File: src/design/biou_pkg.sv
`default_nettype none
package biou_pkg;

    localparam int CoordBits = 16;
    localparam int FracBits  = 16;
    localparam int RatioBits = FracBits + 1;
    localparam int MeasBits  = 2 * CoordBits;
    localparam int UniBits   = MeasBits + 1;
    localparam int WorkBits  = UniBits + 1;
    localparam int NumCells  = RatioBits;

    typedef logic [1:0] t_mode;
    localparam t_mode ModeArea  = 2'd0;
    localparam t_mode ModeHoriz = 2'd1;
    localparam t_mode ModeVert  = 2'd2;
    localparam t_mode ModeSpare = 2'd3;

    typedef struct packed {
        t_mode                mode;
        logic [CoordBits-1:0] a_x;
        logic [CoordBits-1:0] a_y;
        logic [CoordBits-1:0] a_width;
        logic [CoordBits-1:0] a_height;
        logic [CoordBits-1:0] b_x;
        logic [CoordBits-1:0] b_y;
        logic [CoordBits-1:0] b_width;
        logic [CoordBits-1:0] b_height;
    } t_item;

    typedef struct packed {
        logic [RatioBits-1:0] ratio;
        logic                 empty_union;
    } t_result;

    // one slot of the divider chain
    typedef struct packed {
        logic [WorkBits-1:0]  work;
        logic [UniBits-1:0]   den;
        logic [RatioBits-1:0] quot;
        logic                 force_zero;
        logic                 empty;
    } t_cell;

endpackage
`default_nettype wire

File: src/design/biou_front.sv
`default_nettype none
module biou_front
    import biou_pkg::*;
(
    input  wire   i_clk,
    input  wire   i_rst_n,
    input  wire   i_valid,
    input  t_item i_item,
    output logic  o_valid,
    output t_cell o_cell
);

    // stage 1: edges of the overlap rectangle
    logic                 r_v1;
    t_mode                r_mode1;
    logic [CoordBits-1:0] r_x0, r_y0;
    logic [CoordBits:0]   r_x1, r_y1;
    logic [CoordBits-1:0] r_aw1, r_ah1, r_bw1, r_bh1;
    logic [CoordBits:0]   n_ar, n_ab, n_br, n_bb;

    // stage 2: overlap extents and kill flag
    logic                 r_v2;
    t_mode                r_mode2;
    logic                 r_kill2;
    logic [CoordBits-1:0] r_ow, r_oh;
    logic [CoordBits-1:0] r_aw2, r_ah2, r_bw2, r_bh2;
    logic [CoordBits:0]   n_ow, n_oh;

    // stage 3: measures
    logic                 r_v3;
    logic                 r_kill3;
    logic [MeasBits-1:0]  r_ma, r_mb, r_ov;
    logic [MeasBits-1:0]  n_ma, n_mb, n_ov;

    // stage 4: union
    logic [UniBits-1:0]   n_uni;
    logic                 n_uzero;

    assign n_ar = {1'b0, i_item.a_x} + {1'b0, i_item.a_width};
    assign n_br = {1'b0, i_item.b_x} + {1'b0, i_item.b_width};
    assign n_ab = {1'b0, i_item.a_y} + {1'b0, i_item.a_height};
    assign n_bb = {1'b0, i_item.b_y} + {1'b0, i_item.b_height};

    assign n_ow = r_x1 - {1'b0, r_x0};
    assign n_oh = r_y1 - {1'b0, r_y0};

    always_comb begin
        n_ma = '0;
        n_mb = '0;
        n_ov = '0;
        unique case (r_mode2)
            ModeArea: begin
                n_ma = MeasBits'(r_aw2) * MeasBits'(r_ah2);
                n_mb = MeasBits'(r_bw2) * MeasBits'(r_bh2);
                n_ov = MeasBits'(r_ow) * MeasBits'(r_oh);
            end
            ModeHoriz: begin
                n_ma = {{CoordBits{1'b0}}, r_aw2};
                n_mb = {{CoordBits{1'b0}}, r_bw2};
                n_ov = {{CoordBits{1'b0}}, r_ow};
            end
            ModeVert: begin
                n_ma = {{CoordBits{1'b0}}, r_ah2};
                n_mb = {{CoordBits{1'b0}}, r_bh2};
                n_ov = {{CoordBits{1'b0}}, r_oh};
            end
            default: begin
                n_ma = '0;
                n_mb = '0;
                n_ov = '0;
            end
        endcase
    end

    assign n_uni   = {1'b0, r_ma} + {1'b0, r_mb} - {1'b0, r_ov};
    assign n_uzero = (n_uni == '0);

    always_ff @(posedge i_clk) begin
        if (!i_rst_n) begin
            r_v1    <= 1'b0;
            r_v2    <= 1'b0;
            r_v3    <= 1'b0;
            o_valid <= 1'b0;
        end else begin
            r_v1    <= i_valid;
            r_v2    <= r_v1;
            r_v3    <= r_v2;
            o_valid <= r_v3;
        end
    end

    always_ff @(posedge i_clk) begin
        r_mode1 <= i_item.mode;
        r_x0    <= (i_item.a_x > i_item.b_x) ? i_item.a_x : i_item.b_x;
        r_y0    <= (i_item.a_y > i_item.b_y) ? i_item.a_y : i_item.b_y;
        r_x1    <= (n_ar < n_br) ? n_ar : n_br;
        r_y1    <= (n_ab < n_bb) ? n_ab : n_bb;
        r_aw1   <= i_item.a_width;
        r_ah1   <= i_item.a_height;
        r_bw1   <= i_item.b_width;
        r_bh1   <= i_item.b_height;

        r_mode2 <= r_mode1;
        // unused mode and disjoint boxes both end as a plain zero
        r_kill2 <= (r_mode1 == ModeSpare) || (r_x1 < {1'b0, r_x0}) || (r_y1 < {1'b0, r_y0});
        r_ow    <= n_ow[CoordBits-1:0];
        r_oh    <= n_oh[CoordBits-1:0];
        r_aw2   <= r_aw1;
        r_ah2   <= r_ah1;
        r_bw2   <= r_bw1;
        r_bh2   <= r_bh1;

        r_kill3 <= r_kill2;
        r_ma    <= n_ma;
        r_mb    <= n_mb;
        r_ov    <= n_ov;

        o_cell.work       <= {2'b00, r_ov};
        o_cell.den        <= n_uni;
        o_cell.quot       <= '0;
        o_cell.force_zero <= r_kill3 || n_uzero;
        o_cell.empty      <= !r_kill3 && n_uzero;
    end

endmodule
`default_nettype wire

File: src/design/biou_div_cell.sv
`default_nettype none
module biou_div_cell
    import biou_pkg::*;
(
    input  wire   i_clk,
    input  wire   i_rst_n,
    input  wire   i_valid,
    input  t_cell i_cell,
    output logic  o_valid,
    output t_cell o_cell
);

    logic                n_ge;
    logic [WorkBits-1:0] n_diff;
    logic [UniBits-1:0]  n_rem;

    assign n_ge   = (i_cell.work >= {1'b0, i_cell.den});
    assign n_diff = i_cell.work - {1'b0, i_cell.den};
    // remainder stays below the divisor, so it fits the divisor width
    assign n_rem  = n_ge ? n_diff[UniBits-1:0] : i_cell.work[UniBits-1:0];

    always_ff @(posedge i_clk) begin
        if (!i_rst_n) begin
            o_valid <= 1'b0;
        end else begin
            o_valid <= i_valid;
        end
    end

    always_ff @(posedge i_clk) begin
        o_cell.work       <= {n_rem, 1'b0};
        o_cell.den        <= i_cell.den;
        o_cell.quot       <= {i_cell.quot[RatioBits-2:0], n_ge};
        o_cell.force_zero <= i_cell.force_zero;
        o_cell.empty      <= i_cell.empty;
    end

endmodule
`default_nettype wire

File: src/design/box_iou_calculator.sv
// channel  | handshake        | payload   | transfer when
// ---------+------------------+-----------+------------------------
// input    | start / busy     | i_item    | start high, busy low
// result   | o_strobe         | o_result  | o_strobe high, one cycle
//
// one pair per cycle; busy is always low
// result passes through 4 geometry/measure stages after the input transfer,
// then one cell per quotient bit (17) in the restoring divider chain
// synchronous active-low reset clears the valid bits only
// the receiver cannot stall, so the chain never holds
`default_nettype none
module box_iou_calculator
    import biou_pkg::*;
(
    input  wire     i_clk,
    input  wire     i_rst_n,
    input  wire     start,
    output logic    busy,
    input  t_item   i_item,
    output logic    o_strobe,
    output t_result o_result
);

    logic  w_valid [NumCells+1];
    t_cell w_cell  [NumCells+1];

    assign busy = 1'b0;

    biou_front u_front (
        .i_clk   (i_clk),
        .i_rst_n (i_rst_n),
        .i_valid (start && !busy),
        .i_item  (i_item),
        .o_valid (w_valid[0]),
        .o_cell  (w_cell[0])
    );

    for (genvar g = 0; g < NumCells; g++) begin : g_cell
        biou_div_cell u_cell (
            .i_clk   (i_clk),
            .i_rst_n (i_rst_n),
            .i_valid (w_valid[g]),
            .i_cell  (w_cell[g]),
            .o_valid (w_valid[g+1]),
            .o_cell  (w_cell[g+1])
        );
    end

    assign o_strobe             = w_valid[NumCells];
    assign o_result.ratio       = w_cell[NumCells].force_zero ? '0 : w_cell[NumCells].quot;
    assign o_result.empty_union = w_cell[NumCells].empty;

endmodule
`default_nettype wire

File: config.mk
export PLATFORM = sky130hd
export DESIGN_NAME = box_iou_calculator
export DESIGN_NICKNAME = d
export VERILOG_FILES = /design/src/design/biou_pkg.sv /design/src/design/biou_front.sv /design/src/design/biou_div_cell.sv /design/src/design/box_iou_calculator.sv
export SDC_FILE = /design/constraint.sdc
export NUM_CORES = 2
export LEC_CHECK = 0
export BUFFER_PORTS_ARGS = -buffer_cell sky130_fd_sc_hd__buf_2
export CAP_MARGIN = 20
export CORE_AREA = 2 2 438 440
export DETAILED_ROUTE_END_ITERATION = 16
export DIE_AREA = 0 0 440 442
export PLACE_DENSITY = 0.75
export SLEW_MARGIN = 30
export SYNTH_ARGS = -nofsm -noshare
export SYNTH_HDL_FRONTEND = slang
export SYNTH_HIERARCHICAL = 1
export SYNTH_SLANG_ARGS = --single-unit
export TNS_END_PERCENT = 50
File: constraint.sdc
create_clock -name i_clk -period 19.5 [get_ports i_clk]
set_input_delay 3.9 -clock i_clk [delete_from_list [all_inputs] [get_ports i_clk]]
set_output_delay 3.9 -clock i_clk [all_outputs]
set_load 0.02 [all_outputs]
==> flow_results.org <==
** Place
- Count of input and output buffers :: about 150
- Last weighted congestion value of the routability-driven placer :: between 0.9 and 1
- HPWL reported at the end of detailed placement :: 228 mm
- Summing all placed instances gives a cell area of 110000 um2.
- OpenSTA, run right after detailed placement, puts the worst setup slack at about 11 ns.
- Number of placed instances, taps included :: 14418

** GRT
- In this run the most used layer during global routing was met2.
- Met3 Resource Use GR :: 0.0487
- Maximum number of pins on one net before global-route repair :: between 60 and 70
- Antenna violations before repair :: 14
- The number of global-route vias before repair is approximately 85000.
- For this run, global-route usage on met1 was measured as 0.383.
- Overflow left after global routing :: 0
- For met2 alone, demand over resource in global routing was 0.481.
- Across every metal layer, demand over resource in global routing totals 0.294.
- The first global-routing pass estimated 460 mm of wire.

** Drt
- In the final routed layout, each cell accounts on average for 19.6 um.
- The count of nets left with antenna violations once routing finished came out at 0.
- Using the TritonRoute via totals, the vias-per-cell ratio works out to 5.71.
- Starting DRT DRC Count :: 5756
- Vias :: between 80000 and 90000
- The first detailed-routing pass ran for 6 iterations.
- In the routed design, unresolved DRC markers number 0.
- The routed design has 289 mm of wire.

** Floorplan
- I/O pin count :: 153
- The die is 440 um wide.
- The initial utilization of the core area, before any placement, comes to 0.569.
- Vertical die dimension :: ~440 um
- FP Rows :: 160
- Standard cell core area :: 190000 um2
- The floorplan step defined a die boundary enclosing 194000 um2.

** STA
- Timing would allow up to 0.128 GHz.
- Setup repair after global routing left no endpoint under its margin.
- For the pin with the worst max-slew slack, the measured transition is 1.05 ns.
- The count of final hold-check violations is 0.
- The worst pin sits at a relative slew slack of 0.283.
- Post-route clock skew :: 0.0643 ns
- Summed over all failing endpoints, the final setup total negative slack is 0 ns.
- Least setup slack across all paths after layout :: between 10 and 15 ns
- Ratio of final minimum period to clock period :: 0.400
- Setup violations remaining at the end of the flow were counted as 0.
- Slew Viols, Final :: 0
- Post-layout minimum cycle time :: 7.81 ns

** Logic synthesis
- Synth Warn # :: 6
- Post-synthesis cell count :: 12103
- Post-synthesis instance area :: around 110000 um2
- Post-Syn Area per Cell :: 8.91 um2

** Min path
- The path class of the tightest hold or removal check is flip-flop to flip-flop.
- Count of cells along the worst hold path :: 0
- The worst hold path terminates at g_cell[4].u_cell/o_cell[21].
- Min-delay src :: g_cell[3].u_cell/o_cell[21]

** Setup path
- STA classifies the critical path startpoint as an input port.
- CP required :: 20.23 ns
- Worst Path Arrival :: 8.54 ns
- Type of element capturing the critical path :: flip-flop
- Critical Path Fanout Max :: 19
- Endpoint of the worst-slack reg-to-reg timing path :: u_front/r_mb[31]
- R2R Path Start :: u_front/r_bw2[12]
- Length in cells of the worst reg-to-reg path :: 21
- Internal reg-to-reg setup slack :: between 10 and 15 ns
- By startpoint and endpoint, the worst setup path is classified as input port to flip-flop.

** Clock tree
- Clock transition at the registers of the reported paths :: 0.06 ns
- Bufs on Longest Clock Path :: 3
- The H-tree was split into 4 levels.
- Clock latency on the worst-skew pair :: 0.84 ns
- Post-CTS repair changed the size of 0 cells.
- In this run the post-CTS setup repair buffer count came out at 0.
- Num CTS Buffers :: 177
- CTS Hold Buffers Added :: 0
- Clock net sink count :: around 1700
- Clock tree synthesis selected as its root buffer the cell clkbuf_16.
- CTS tree :: done

** Finish
- Non-filler cells, final :: 14750
- Most common cell after layout, fill and taps aside :: inv_1
- The top cell types in the final layout, fill and taps aside, are inv_1, dfxtp_1, nand2_1.
- In the final layout, the share of cells above drive strength 1 is 0.0710.
- In the final design database the tool counted 13922 nets.
- From synthesis to final layout, the design area changed by 7.59%.
- After routing the design area is 116000 um2.

** Run status
- The run finished with clean final reports.

** Run
- Number of max-capacitance violations reported :: 0
through the flow:
step	hold slack (ns)	utilization
after floorplan	0.310	-
after global placement	0.310	0.579
after detailed placement	0.312	0.579
after CTS	0.293	0.612
after global routing	0.313	0.612
final	0.296	0.612
routing by layer:
metal / vias up / part of all wire
met3: 675 / 0.063
li1: 40431 / -
met2: 2711 / 0.46
met5: - / 0.00032
met1: 40369 / 0.43
met4: 14 / 0.047
critical path, stage by stage:
cell and delay, ns:
buf_2 0.11, ha_1 0.22, fa_1 0.41, a21o_1 0.17, a21o_1 0.19, a21oi_1 0.19
o21ai_0 0.16, nand4_1 0.13, and4b_1 0.21, xor2_1 0.21, inv_1 0.07, ha_1 0.31
a21o_1 0.16, a21oi_1 0.15, nor2b_1 0.06, o21ai_0 0.17, nand2b_1 0.08, a21oi_1 0.13
o31ai_1 0.09, nand3_1 0.49, nand2_1 0.49, mux2_2 0.41
how the worst max path moves through the flow:
stage                    start          endpoint  slack [ns]  cells after the start
floorplan           i_item[80]  u_front/r_x1[14]       11.86                     19
global placement    i_item[64]  u_front/r_y1[16]       10.77                     22
detailed placement  i_item[64]   u_front/r_y1[1]       10.88                     17
CTS                 i_item[64]   u_front/r_y1[1]       11.76                     17
global route        i_item[64]   u_front/r_y1[1]       11.41                     22
finish              i_item[64]   u_front/r_y1[1]       11.69                     22
registers in the layout, indices dropped and copies added, names as in the netlist, 17 cells and up:
signal                 cells
u_front/o_cell            67
u_front/r_ma              32
g_cell.u_cell/o_cell    1243
u_front/r_mb              32
u_front/r_x1              17
u_front/r_ov              32
g_cell.u_cell/o_valid     17
u_front/r_y1              17
final cells by class:
class                   instances  area (um2)
diodes                          3        7.51
clock buffers                 220        4820
clock inverters               109        1410
fillers                     16222       73600
inverters                    1706        6400
multi-input cells            8351       65900
flip-flops and latches       1659       33200
well taps                    2511        3140
repair buffers                191        1060
Power is not shown: default switching activity piles up to over one toggle a cycle in this logic, so the estimate is an artifact.
